===== config.mk =====
export PLATFORM = sky130hd
export DESIGN_NAME = windowed_moving_average
export DESIGN_NICKNAME = d
export VERILOG_FILES = /design/src/design/wma_pkg.sv /design/src/design/windowed_moving_average.sv /design/src/design/wma_ring.sv /design/src/design/wma_div.sv
export SDC_FILE = /design/constraint.sdc
export NUM_CORES = 1
export LEC_CHECK = 0
export BUFFER_PORTS_ARGS = -buffer_cell sky130_fd_sc_hd__buf_2
export CORE_UTILIZATION = 55
export CTS_CLUSTER_DIAMETER = 150
export DETAILED_ROUTE_END_ITERATION = 16
export GPL_ROUTABILITY_DRIVEN = 0
export PLACE_DENSITY = 0.84
export SYNTH_ARGS = -nofsm -noshare
export SYNTH_HDL_FRONTEND = slang
export SYNTH_SLANG_ARGS = --single-unit

===== constraint.sdc =====
create_clock -name clk -period 3.4 [get_ports clk]
set_input_delay 0 -clock clk [delete_from_list [all_inputs] [get_ports clk]]
set_output_delay 0 -clock clk [all_outputs]
set_load 0.05 [all_outputs]

===== src/design/wma_pkg.sv =====
// Shared types and constants for the windowed moving average block.
package wma_pkg;

	localparam int SAMPLE_W          = 16;
	localparam int WIN_W             = 5;
	localparam int USED_W            = 5;
	localparam int HISTORY_DEPTH_DEF = 16;
	localparam int ACC_W             = SAMPLE_W + WIN_W;
	localparam int MAG_W             = ACC_W - 1;
	localparam int S_TDATA_W         = 16;
	localparam int M_TDATA_W         = 24;

	localparam logic [WIN_W-1:0] WIN_RESET = WIN_W'(10);

	typedef enum logic [2:0] {
		ST_IDLE,
		ST_SUM,
		ST_ROUND,
		ST_DIV,
		ST_DONE
	} wma_state_t;

	typedef struct packed {
		logic push;
		logic rd_en;
	} ring_ctrl_t;

endpackage


===== src/design/windowed_moving_average.sv =====
// Top level of the windowed moving average: sequencer, accumulator, output register.
//
// Each input word on s_* carries one signed 16-bit sample. It is written
// into a ring of HISTORY_DEPTH entries; then the newest n samples are
// averaged, n = min(max(window, 1), samples held), and the mean is rounded
// half away from zero. One output word on m_* carries the average and n.
// The user writes the window on cfg_* (always ready) only while the block is
// idle; the block itself does not enforce this. The window resets to 10.
// An item passes through the states in order: ST_IDLE takes the word,
// ST_SUM walks the ring through its single registered read port and adds
// the last word, ST_ROUND rounds, ST_DIV runs the bit-serial divider (20
// steps and the done flag) and ST_DONE loads the output register, which
// raises m_tvalid. The load step holds while the previous word still waits.
// s_tready is high only while the sequencer is idle. The finished word sits
// in the output register, so the next sample is taken while m_tvalid is
// still waiting; a second result is held until the first one leaves.
// Reset empties the ring (fill count zero), clears both valid flags and
// restores the default window.
module windowed_moving_average #(
	parameter int HISTORY_DEPTH = wma_pkg::HISTORY_DEPTH_DEF
) (
	input  logic                            clk,
	input  logic                            arst_n,
	input  logic                            cfg_valid,
	output logic                            cfg_ready,
	input  logic [wma_pkg::WIN_W-1:0]       cfg_data,     // window_samples
	input  logic                            s_tvalid,
	output logic                            s_tready,
	input  logic [wma_pkg::S_TDATA_W-1:0]   s_tdata,      // [15:0] sample
	output logic                            m_tvalid,
	input  logic                            m_tready,
	output logic [wma_pkg::M_TDATA_W-1:0]   m_tdata       // [15:0] average, [20:16] samples_used
);
	import wma_pkg::*;

	localparam int FW    = $clog2(HISTORY_DEPTH + 1);
	localparam int CMP_W = (FW > WIN_W) ? FW : WIN_W;
	localparam logic [FW-1:0] FILL_MAX = FW'(HISTORY_DEPTH);

	wma_state_t state_q, state_d;

	logic [WIN_W-1:0]        window_q;
	logic [USED_W-1:0]       use_q;
	logic [USED_W-1:0]       issue_q;
	logic                    rd_vld_q;
	logic signed [ACC_W-1:0] acc_q;
	logic                    neg_q;
	logic                    out_valid_q;
	logic [SAMPLE_W-1:0]     avg_q;
	logic [USED_W-1:0]       used_q;

	ring_ctrl_t              ring_ctrl;
	logic [SAMPLE_W-1:0]     rd_data;
	logic [FW-1:0]           fill;
	logic [FW-1:0]           fill_next;
	logic [WIN_W-1:0]        win_eff;
	logic [USED_W-1:0]       use_d;
	logic                    accept;
	logic                    out_load;
	logic                    div_start;
	logic                    div_done;
	logic signed [ACC_W-1:0] adj;
	logic [MAG_W-1:0]        mag;
	logic [MAG_W-1:0]        quotient;
	logic [SAMPLE_W-1:0]     q16;

	wma_ring #(
		.HISTORY_DEPTH(HISTORY_DEPTH),
		.FW           (FW)
	) u_ring (
		.clk    (clk),
		.arst_n (arst_n),
		.ctrl   (ring_ctrl),
		.wr_data(s_tdata[SAMPLE_W-1:0]),
		.rd_data(rd_data),
		.fill   (fill)
	);

	wma_div u_div (
		.clk     (clk),
		.arst_n  (arst_n),
		.start   (div_start),
		.dividend(mag),
		.divisor (use_q),
		.done    (div_done),
		.quotient(quotient)
	);

	// count of samples for the item being accepted
	always_comb begin
		win_eff   = (window_q == '0) ? WIN_W'(1) : window_q;
		fill_next = (fill == FILL_MAX) ? fill : fill + FW'(1);
		if (CMP_W'(win_eff) <= CMP_W'(fill_next)) begin
			use_d = win_eff;
		end else begin
			use_d = USED_W'(fill_next);
		end
	end

	// round half away from zero, then divide the magnitude
	always_comb begin
		if (acc_q[ACC_W-1]) begin
			adj = acc_q - ACC_W'(use_q >> 1);
			mag = MAG_W'(-adj);
		end else begin
			adj = acc_q + ACC_W'(use_q >> 1);
			mag = MAG_W'(adj);
		end
		q16 = quotient[SAMPLE_W-1:0];
	end

	always_comb begin
		state_d = state_q;
		unique case (state_q)
			ST_IDLE: begin
				if (s_tvalid) begin
					state_d = ST_SUM;
				end
			end
			ST_SUM: begin
				if (issue_q == '0 && !rd_vld_q) begin
					state_d = ST_ROUND;
				end
			end
			ST_ROUND: state_d = ST_DIV;
			ST_DIV: begin
				if (div_done) begin
					state_d = ST_DONE;
				end
			end
			ST_DONE: begin
				if (!out_valid_q || m_tready) begin
					state_d = ST_IDLE;
				end
			end
			default: state_d = ST_IDLE;
		endcase
	end

	always_comb begin
		s_tready        = 1'b0;
		ring_ctrl.push  = 1'b0;
		ring_ctrl.rd_en = 1'b0;
		div_start       = 1'b0;
		out_load        = 1'b0;
		unique case (state_q)
			ST_IDLE: begin
				s_tready       = 1'b1;
				ring_ctrl.push = s_tvalid;
			end
			ST_SUM:   ring_ctrl.rd_en = (issue_q != '0);
			ST_ROUND: div_start = 1'b1;
			ST_DIV:   ;
			ST_DONE:  out_load = !out_valid_q || m_tready;
			default:  ;
		endcase
	end

	assign accept = s_tvalid && s_tready;

	always_ff @(posedge clk or negedge arst_n) begin
		if (!arst_n) begin
			state_q     <= ST_IDLE;
			window_q    <= WIN_RESET;
			issue_q     <= '0;
			rd_vld_q    <= 1'b0;
			out_valid_q <= 1'b0;
		end else begin
			state_q  <= state_d;
			rd_vld_q <= ring_ctrl.rd_en;
			if (cfg_valid && cfg_ready) begin
				window_q <= cfg_data;
			end
			if (accept) begin
				issue_q <= use_d;
			end else if (ring_ctrl.rd_en) begin
				issue_q <= issue_q - USED_W'(1);
			end
			if (out_load) begin
				out_valid_q <= 1'b1;
			end else if (m_tready) begin
				out_valid_q <= 1'b0;
			end
		end
	end

	always_ff @(posedge clk) begin
		if (accept) begin
			use_q <= use_d;
			acc_q <= '0;
		end else if (rd_vld_q) begin
			acc_q <= acc_q + ACC_W'($signed(rd_data));
		end
		if (div_start) begin
			neg_q <= acc_q[ACC_W-1];
		end
		if (out_load) begin
			avg_q  <= neg_q ? -q16 : q16;
			used_q <= use_q;
		end
	end

	assign cfg_ready = 1'b1;
	assign m_tvalid  = out_valid_q;
	assign m_tdata   = {{(M_TDATA_W - SAMPLE_W - USED_W){1'b0}}, used_q, avg_q};

endmodule


===== src/design/wma_ring.sv =====
// Sample history ring: memory, write and read pointers, fill count.
module wma_ring #(
	parameter int HISTORY_DEPTH = wma_pkg::HISTORY_DEPTH_DEF,
	parameter int FW            = $clog2(HISTORY_DEPTH + 1)
) (
	input  logic                          clk,
	input  logic                          arst_n,
	input  wma_pkg::ring_ctrl_t           ctrl,
	input  logic [wma_pkg::SAMPLE_W-1:0]  wr_data,
	output logic [wma_pkg::SAMPLE_W-1:0]  rd_data,
	output logic [FW-1:0]                 fill
);
	import wma_pkg::*;

	localparam int PW = (HISTORY_DEPTH > 1) ? $clog2(HISTORY_DEPTH) : 1;
	localparam logic [PW-1:0] PTR_LAST = PW'(HISTORY_DEPTH - 1);
	localparam logic [FW-1:0] FILL_MAX = FW'(HISTORY_DEPTH);

	logic [SAMPLE_W-1:0] mem [HISTORY_DEPTH];
	logic [SAMPLE_W-1:0] rd_data_q;
	logic [PW-1:0]       wr_ptr_q;
	logic [PW-1:0]       rd_ptr_q;
	logic [FW-1:0]       fill_q;

	always_ff @(posedge clk) begin
		if (ctrl.push) begin
			mem[wr_ptr_q] <= wr_data;
		end
		if (ctrl.rd_en) begin
			rd_data_q <= mem[rd_ptr_q];
		end
	end

	// read walks backwards from the newest word
	always_ff @(posedge clk or negedge arst_n) begin
		if (!arst_n) begin
			wr_ptr_q <= '0;
			rd_ptr_q <= '0;
			fill_q   <= '0;
		end else if (ctrl.push) begin
			wr_ptr_q <= (wr_ptr_q == PTR_LAST) ? '0 : wr_ptr_q + PW'(1);
			rd_ptr_q <= wr_ptr_q;
			if (fill_q != FILL_MAX) begin
				fill_q <= fill_q + FW'(1);
			end
		end else if (ctrl.rd_en) begin
			rd_ptr_q <= (rd_ptr_q == '0) ? PTR_LAST : rd_ptr_q - PW'(1);
		end
	end

	assign rd_data = rd_data_q;
	assign fill    = fill_q;

endmodule


===== src/design/wma_div.sv =====
// Bit-serial restoring divider: unsigned magnitude by the sample count.
module wma_div (
	input  logic                        clk,
	input  logic                        arst_n,
	input  logic                        start,
	input  logic [wma_pkg::MAG_W-1:0]   dividend,
	input  logic [wma_pkg::WIN_W-1:0]   divisor,
	output logic                        done,
	output logic [wma_pkg::MAG_W-1:0]   quotient
);
	import wma_pkg::*;

	localparam int CW = $clog2(MAG_W + 1);

	logic [MAG_W-1:0] quo_q;
	logic [WIN_W-1:0] rem_q;
	logic [WIN_W-1:0] dsr_q;
	logic [CW-1:0]    cnt_q;
	logic             busy_q;
	logic             done_q;
	logic [WIN_W:0]   trial;
	logic             fits;

	always_comb begin
		trial = {rem_q, quo_q[MAG_W-1]};
		fits  = trial >= {1'b0, dsr_q};
	end

	always_ff @(posedge clk) begin
		if (start) begin
			quo_q <= dividend;
			rem_q <= '0;
			dsr_q <= divisor;
		end else if (busy_q) begin
			quo_q <= {quo_q[MAG_W-2:0], fits};
			rem_q <= fits ? WIN_W'(trial - {1'b0, dsr_q}) : trial[WIN_W-1:0];
		end
	end

	always_ff @(posedge clk or negedge arst_n) begin
		if (!arst_n) begin
			busy_q <= 1'b0;
			done_q <= 1'b0;
			cnt_q  <= '0;
		end else begin
			done_q <= 1'b0;
			if (start) begin
				busy_q <= 1'b1;
				cnt_q  <= CW'(MAG_W);
			end else if (busy_q) begin
				cnt_q <= cnt_q - CW'(1);
				if (cnt_q == CW'(1)) begin
					busy_q <= 1'b0;
					done_q <= 1'b1;
				end
			end
		end
	end

	assign done     = done_q;
	assign quotient = quo_q;

endmodule

==> Word-level counts from Yosys, hierarchy flattened <==
Memory sizes are Yosys's and may differ from the RTL's. A register that Yosys moved wholly into a read port is not among the register bits.
Cells that the tools add are included.
W data, S select, Z words.
{ "op_classes": {"n_addsub": 11, "muxes": 36, "n_lt_le_gt_ge": 2, "eq_ne": 12, "n_reduce_logical": 16} }
{ "op_table": {"columns": ["operator", "count"], "rows": [
  ["$mux W20", 3],
  ["$mux W5", 8],
  ["$add A21 B16 Y21", 1],
  ["$add A20 B4 Y20", 1],
  ["$neg A20 Y20", 1],
  ["$sub A20 B4 Y20", 1],
  ["$mux W16", 1],
  ["$mux W4", 4],
  ["$neg A16 Y16", 1],
  ["$mux W1", 15],
  ["$pmux W3 S5", 1],
  ["$mux W3", 4],
  ["$logic_not A5 Y1", 2],
  ["$sub A5 B1 Y5 const B", 2],
  ["$reduce_bool A2 Y1", 4],
  ["$eq A3 B2 Y1 const B", 2],
  ["$ge A6 B5 Y1", 1],
  ["$ne A2 B2 Y1 const B", 3],
  ["$add A5 B1 Y5 const B", 1],
  ["$eq A5 B1 Y1 const B", 1],
  ["$eq A5 B5 Y1 const B", 1],
  ["$le A5 B5 Y1", 1],
  ["$ne A5 B5 Y1 const B", 1],
  ["$reduce_bool A5 Y1", 1],
  ["14 further kinds", 16]
]} }
{ "totals": {"register_bits": 113, "input_bits": 26, "elab_cells": 97, "memories": 1, "ramBits": 256, "out_inout_bits": 27} }
{ "memory_table": {"columns": ["name", "words", "word_bits", "rd", "rd_clocked_by_memory_dff", "write_ports", "line_no", "source"], "rows": [
  ["u_ring.mem", 16, 16, 1, 1, 1, "wma_ring.sv:19", "logic [SAMPLE_W-1:0] mem [HISTORY_DEPTH];"]
]} }

==> Depth between registers and ports, before layout <==
{ "logic_depth": {"depth_word": 5, "depth_mapped": 15, "mapped_depth_nobuf": 15} }

==> By module <==
Synthesis repeated with hierarchy kept, for this count alone.
{ "hier_totals": {"hier_cells": 1231, "area_unflattened_um2": 18042.3} }
{ "by_module_without_submodules": {"columns": ["mod", "cells_per_inst", "n_inst", "seq_area_each_um2", "area_per_inst_um2"], "rows": [
  ["wma_ring", 564, 1, 8493.1, 11258.3],
  ["windowed_moving_average", 535, 1, 1609.0, 5009.8],
  ["wma_div", 132, 1, 1026.0, 1774.2]
]} }

==> Worst setup path after synthesis <==
Ideal clock, no wire load.
{ "synth_path": {"path_type": "flip-flop to flip-flop", "from": "register state_q[0]", "to": "memory u_ring.mem[7][0] (enable)", "synth_period_minus_slack_ns": 3.239, "stages_incl_launch_ff": 7, "required_time_ns": 3.026, "setup_time_ns": 0.374, "path_buffers": 0, "path_slack_ns": 0.161, "arrival_time_ns": 2.866, "path_cell_list": "dfrtp_1 nor3_1 nand2_1 clkinv_1 nand2_1 nor2_1 and2_1"} }
{ "synth_via": {"elab_chain_len": 4} }
{ "synth_rtl": {"columns": ["element", "line_no", "source"], "rows": [
  ["from (decl)", "windowed_moving_average.sv:40", "wma_state_t state_q, state_d;"],
  ["from (signal assigned)", "windowed_moving_average.sv:169", "state_q <= state_d;"],
  ["$logic_not A3 Y1", "windowed_moving_average.sv:146", "unique case (state_q)"],
  ["$mux W1", "windowed_moving_average.sv:146", null],
  ["$mux W1", "wma_ring.sv:26", "if (ctrl.push) begin"],
  ["$mux W1 (not written as such)", "wma_ring.sv:27", "mem[wr_ptr_q] <= wr_data;"],
  ["to (decl)", "wma_ring.sv:19", null]
]} }
No other way between the ends.

==> Worst setup path after layout <==
{ "layout_path": {"from": "register acc_q[1]", "to": "register u_div.quo_q[18], in the netlist u_div.quotient[18], data pin"} }
{ "layout_via": {"elab_chain_len": 4, "word_cells_on_any_way": 5, "cone_classes": "add/sub (3); mux (2)"} }
{ "layout_rtl": {"columns": ["element", "line_no", "source"], "rows": [
  ["from (decl)", "windowed_moving_average.sv:46", "logic signed [ACC_W-1:0] acc_q;"],
  ["from (signal assigned)", "windowed_moving_average.sv:192", "acc_q <= acc_q + ACC_W'($signed(rd_data));"],
  ["$sub A20 B4 Y20", "windowed_moving_average.sv:103", "adj = acc_q - ACC_W'(use_q >> 1);"],
  ["$neg A20 Y20", "windowed_moving_average.sv:104", "mag = MAG_W'(-adj);"],
  ["$mux W20 (*)", "windowed_moving_average.sv:102", "if (acc_q[ACC_W-1]) begin"],
  ["$mux W20 (*)", "wma_div.sv:30", "if (start) begin"],
  ["to (signal assigned)", "wma_div.sv:31", "quo_q <= dividend;"],
  ["to (signal assigned)", "wma_div.sv:35", "quo_q <= {quo_q[MAG_W-2:0], fits};"],
  ["to (decl)", "wma_div.sv:15", "logic [MAG_W-1:0] quo_q;"]
]} }
Every way passes the cells marked *; elsewhere a longest branch is shown, timed or not.
A chain may end at the register's enable or synchronous reset.

==> impl_metrics.xml <==
<?xml version="1.0" encoding="UTF-8"?>
<metrics>
  <group name="synth">
    <metric name="yosys.area_share.xor_xnor" unit="">0.0374</metric>
    <metric name="post-synth-top-area-fraction" unit="">0.555</metric>
    <metric name="syn_area" unit="um^2">17500</metric>
    <metric name="seq_area_frac_synth" unit="">0.635</metric>
    <metric name="asyncSetResetFlopFracSynth" unit="">0.0909</metric>
    <metric name="synthSimpleGateAreaFrac" unit="">0.0876</metric>
    <metric name="ys.flop_type" unit="">edfxtp_1</metric>
    <metric name="synthCells" unit="">1281</metric>
    <metric name="ys_ff_latch" unit="">385</metric>
    <metric name="syn_area_per_cell" unit="um^2">13.7</metric>
    <metric name="synthDistinctLibCells" unit="">76</metric>
    <metric name="synth_fa_ha_area_frac" unit="">0.0377</metric>
    <metric name="synth_top_area_cell" unit="">edfxtp_1</metric>
    <metric name="synth_top_family_by_area" unit="">multiplexers</metric>
    <metric name="synthTopCellsByArea" unit="">edfxtp_1 55%, mux2i_1 4.7%, dfrtp_1 4.7%, mux4_2 4.1%, ha_1 3.4%</metric>
    <metric name="count_of_flip_flops_with_a_built_in_enable_after_synthesis" unit="">324</metric>
    <metric name="synth_compound_gate_area_share" unit="">0.0855</metric>
    <metric name="ys.warnings.count" unit="">0</metric>
    <metric name="synthMuxAreaShare" unit="">0.0943</metric>
  </group>
  <group name="timing">
    <metric name="setup_repair_after_global_routing_missed_its_margin" unit="">false</metric>
    <metric name="setup_viol" unit="">0</metric>
    <metric name="actual_transition_at_the_worst_max_transition_pin" unit="ns">0.881</metric>
    <metric name="final.min_clock_period" unit="ns">3.20</metric>
    <metric name="finalCritPeriodShare" unit="">0.942</metric>
    <metric name="slew_viol_final" unit="">0</metric>
    <metric name="timing.final.hold_violations" unit="">0</metric>
    <metric name="tns" unit="ns">0</metric>
    <metric name="slew-limit-headroom" unit="">0.410</metric>
    <metric name="achievable-frequency" unit="MHz">312</metric>
    <metric name="clock_skew" unit="ns">0.0527</metric>
  </group>
  <group name="finish">
    <metric name="insertedDiodeCount" unit="">0</metric>
    <metric name="fillers" unit="">2182</metric>
    <metric name="final_cell_mix" unit="">324 x edfxtp_1, 101 x nand2_1, 90 x nor2_1</metric>
    <metric name="final_nets" unit="">1464</metric>
    <metric name="mostFrequentLayoutCell" unit="">edfxtp_1</metric>
    <metric name="finalInstanceArea" unit="um^2">20100</metric>
    <metric name="flow.area_growth_from_synthesis" unit="%">14.5</metric>
    <metric name="share_of_cells_above_drive_strength_1" unit="">0.153</metric>
    <metric name="final-instance-count-excl-fill" unit="">1821</metric>
  </group>
  <group name="place">
    <metric name="portBuffers" unit="">48</metric>
    <metric name="dpl.cell_count" unit="">1715</metric>
    <metric name="detailedPlacementHpwl" unit="mm">23.3</metric>
    <metric name="placed_area" unit="um^2">18400</metric>
  </group>
  <group name="power_and_ir_drop">
    <metric name="p_per_area" unit="nW/um^2">884</metric>
    <metric name="leakage" unit="uW">0.00754</metric>
    <metric name="max-vdd-ir-drop" unit="mV">0.491</metric>
    <metric name="total_power" unit="uW">17800</metric>
  </group>
  <group name="detailed_routing">
    <metric name="drt-vias-per-instance" unit="">6.04</metric>
    <metric name="route.layer.met1.wl" unit="mm">14.6</metric>
    <metric name="highest-signal-layer" unit="">met4</metric>
    <metric name="detailed_route_wirelength_on_metal2" unit="mm">20.0</metric>
    <metric name="drcViolationCount" unit="">0</metric>
    <metric name="drt-pass1-iter-count" unit="">8</metric>
    <metric name="post_drt_wl_per_cell" unit="um">21.1</metric>
    <metric name="ant_nets" unit="">0</metric>
    <metric name="routed_wl" unit="mm">38.4</metric>
    <metric name="met3_wirelength" unit="mm">2.41</metric>
    <metric name="detailedRoute.firstIterationViolations" unit="">730</metric>
    <metric name="vias" unit="">11000</metric>
  </group>
  <group name="setup_path">
    <metric name="setup.worst_path.end_class" unit="">register</metric>
    <metric name="r2r_setup_slack" unit="ns">0.20</metric>
    <metric name="cp_class" unit="">register to register</metric>
    <metric name="timing.critical_path.from_type" unit="">register</metric>
    <metric name="launch_instance_of_the_worst_register_to_register_path" unit="">acc_q[1]</metric>
    <metric name="timing.critical_path.fanout_max" unit="">6</metric>
    <metric name="cp_cell_sequence" unit="">inv_1, ha_1, mux2i_1, fa_1, a21oi_1, nor2_1, o21ai_0, or4_4, nor3_2, xnor2_1, mux2_2</metric>
    <metric name="critical_path.reg2reg.endpoint" unit="">u_div.quotient[18]</metric>
    <metric name="cp_data_required_time" unit="ns">3.70</metric>
    <metric name="cp_data_arrival_time" unit="ns">3.50</metric>
    <metric name="slowest_delay" unit="ns">0.60</metric>
    <metric name="worst_reg_to_reg_cells" unit="">11</metric>
    <metric name="slowest_stage" unit="">or4_4</metric>
  </group>
  <group name="cts">
    <metric name="cts_tree" unit="">yes</metric>
    <metric name="cts.reportedPaths.clkPinSlew" unit="ns">0.06</metric>
    <metric name="cts_buffers" unit="">40</metric>
    <metric name="clock_latency" unit="ns">0.56</metric>
    <metric name="cts.root.buffer_cell" unit="">clkbuf_16</metric>
    <metric name="count_of_clock_tree_sinks" unit="">385</metric>
    <metric name="cts_max_path_buffers" unit="">3</metric>
    <metric name="htree_num_levels" unit="">2</metric>
  </group>
  <group name="floorplanning">
    <metric name="die_area" unit="um^2">32600</metric>
    <metric name="initial_utilization" unit="">0.557</metric>
    <metric name="core-area" unit="um^2">31500</metric>
    <metric name="placement_rows" unit="">65</metric>
    <metric name="die_width" unit="um">181</metric>
    <metric name="num_io_pins" unit="">53</metric>
    <metric name="dieHeight" unit="um">181</metric>
  </group>
  <group name="global_routing">
    <metric name="grt_pass1_vias" unit="">11200</metric>
    <metric name="antenna_found_initial" unit="">0</metric>
    <metric name="grt_max_degree" unit="">39</metric>
    <metric name="globalRouteTotalUtil" unit="">0.240</metric>
    <metric name="grt_overflow" unit="">0</metric>
    <metric name="grt_first_pass_wirelength" unit="mm">60.5</metric>
  </group>
  <group name="flow_run">
    <metric name="maxCapViolCount" unit="">0</metric>
  </group>
  <group name="hold_path">
    <metric name="holdCritPathClass" unit="">primary input to async pin</metric>
  </group>
  <group name="run_status">
    <metric name="outcome" unit="">completed</metric>
  </group>
</metrics>
## stage by stage
| stage | util | hold slack [ns] | setup WS (ns) |
|---|---|---|---|
| 6_report | 0.638 | 0.0831 | 0.197 |
| 5_1_grt | 0.638 | 0.171 | 0.0153 |
| 4_1_cts | 0.637 | 0.0914 | 0.0771 |
| 3_5_place_dp | 0.585 | 0.140 | 0.0555 |
| 3_3_place_gp | 0.585 | 0.130 | 0.140 |
| 2_1_floorplan | - | -0.296 | 0.161 |
## cells by family after synthesis
| logic type | after synthesis |
|---|---|
| buffers and inverters | 99 |
| muxes | 124 |
| xor gates and xnor gates | 74 |
| and+or+nand+nor | 317 |
| DFF | 385 |
| AOI/OAI and AO/OA | 229 |
| adders and majority gates | 51 |
| other | 2 |
## synth_stat cells (6+ instances only)
cell type and number:
nand2_1 101, nand3_1 10, o31ai_1 11, edfxtp_1 324, mux2_2 9, dfxtp_1 26, a21oi_1 44, buf_1 12
ha_1 48, a22oi_1 17, nand2b_1 15, o21a_1 8, inv_1 39, xnor2_1 52, mux4_2 32, clkbuf_1 41
nor2b_1 8, dfrtp_1 33, a21o_1 11, a31oi_1 6, a221oi_1 17, and2_1 11, or3_1 6, nor3_1 22
and3_1 15, xor2_1 21, mux2i_1 83, nor2_1 92, a211oi_1 8, o21ai_0 72
## repair_timing
| item | in CTS | in global routing |
|---|---|---|
| hold buffers | 30 | 0 |
| gates resized for setup | 0 | 3 |
| setup endpoints to repair | 0 | 4 |
| buffers inserted | 0 | 2 |
| hold endpoints to repair | 300 | 0 |
## sequential cells by signal, summed over array words and instances, names as in the netlist, 5 cells and up
signal	count
used_q	5
u_div.rem_q	5
window_q	5
avg_q	16
acc_q	21
u_div.quotient	20
u_ring.fill	5
u_div.dsr_q	5
u_ring.mem	256
u_ring.rd_data	16
issue_q	5
use_q	5
u_div.cnt_q	5
## area by class of cell
| cell class | instances | area, um^2 | share of cell area |
|---|---|---|---|
| Clock inverter | 29 | 320 | 0.0159 |
| Inverter | 40 | 150 | 0.00748 |
| Sequential cell | 385 | 11100 | 0.554 |
| Clock buffer | 45 | 1030 | 0.0513 |
| Timing Repair Buffer | 121 | 901 | 0.0449 |
| Multi-Input combinational cell | 799 | 6050 | 0.301 |
| Tap cell | 402 | 503 | 0.0250 |
## power breakdown
group / internal, uW / total, uW / switching [uW] / leakage (uW)
combinational: 3040 / 6950 / 3900 / 0.00332
clock: 2590 / 4460 / 1860 / 0.000646
sequential: 5730 / 6350 / 622 / 0.00357
total: 11400 / 17800 / 6390 / 0.00754
## metal layers
| layer | vias up | track usage |
|---|---|---|
| met5 | - | 0 |
| met4 | 0 | 0.0978 |
| met3 | 104 | 0.0356 |
| met2 | 469 | 0.435 |
| met1 | 5369 | 0.285 |
| li1 | 5049 | - |
## worst max-delay path, delay by kind of cell, from the launching register on
kind	cells	cell delay (ns)
flops	1	0.42
xor+xnor	1	0.08
compound gates	2	0.28
simple gates	3	0.96
mux	2	0.56
buf+inv	1	0.12
fa+ha+maj	2	0.57
## how the worst max path moves through the flow
stage                     startpoint                 end  slack, ns
after global placement      acc_q[0]  u_div.quotient[19]       0.14
after detailed placement    acc_q[0]  u_div.quotient[18]       0.06
after CTS                   acc_q[0]  u_div.quotient[18]       0.08
after floorplan           state_q[0]    u_ring.mem[7][0]       0.16
after global routing        acc_q[8]           acc_q[17]       0.02
final                       acc_q[1]  u_div.quotient[18]       0.20
Power figures use the tool's default switching activity.
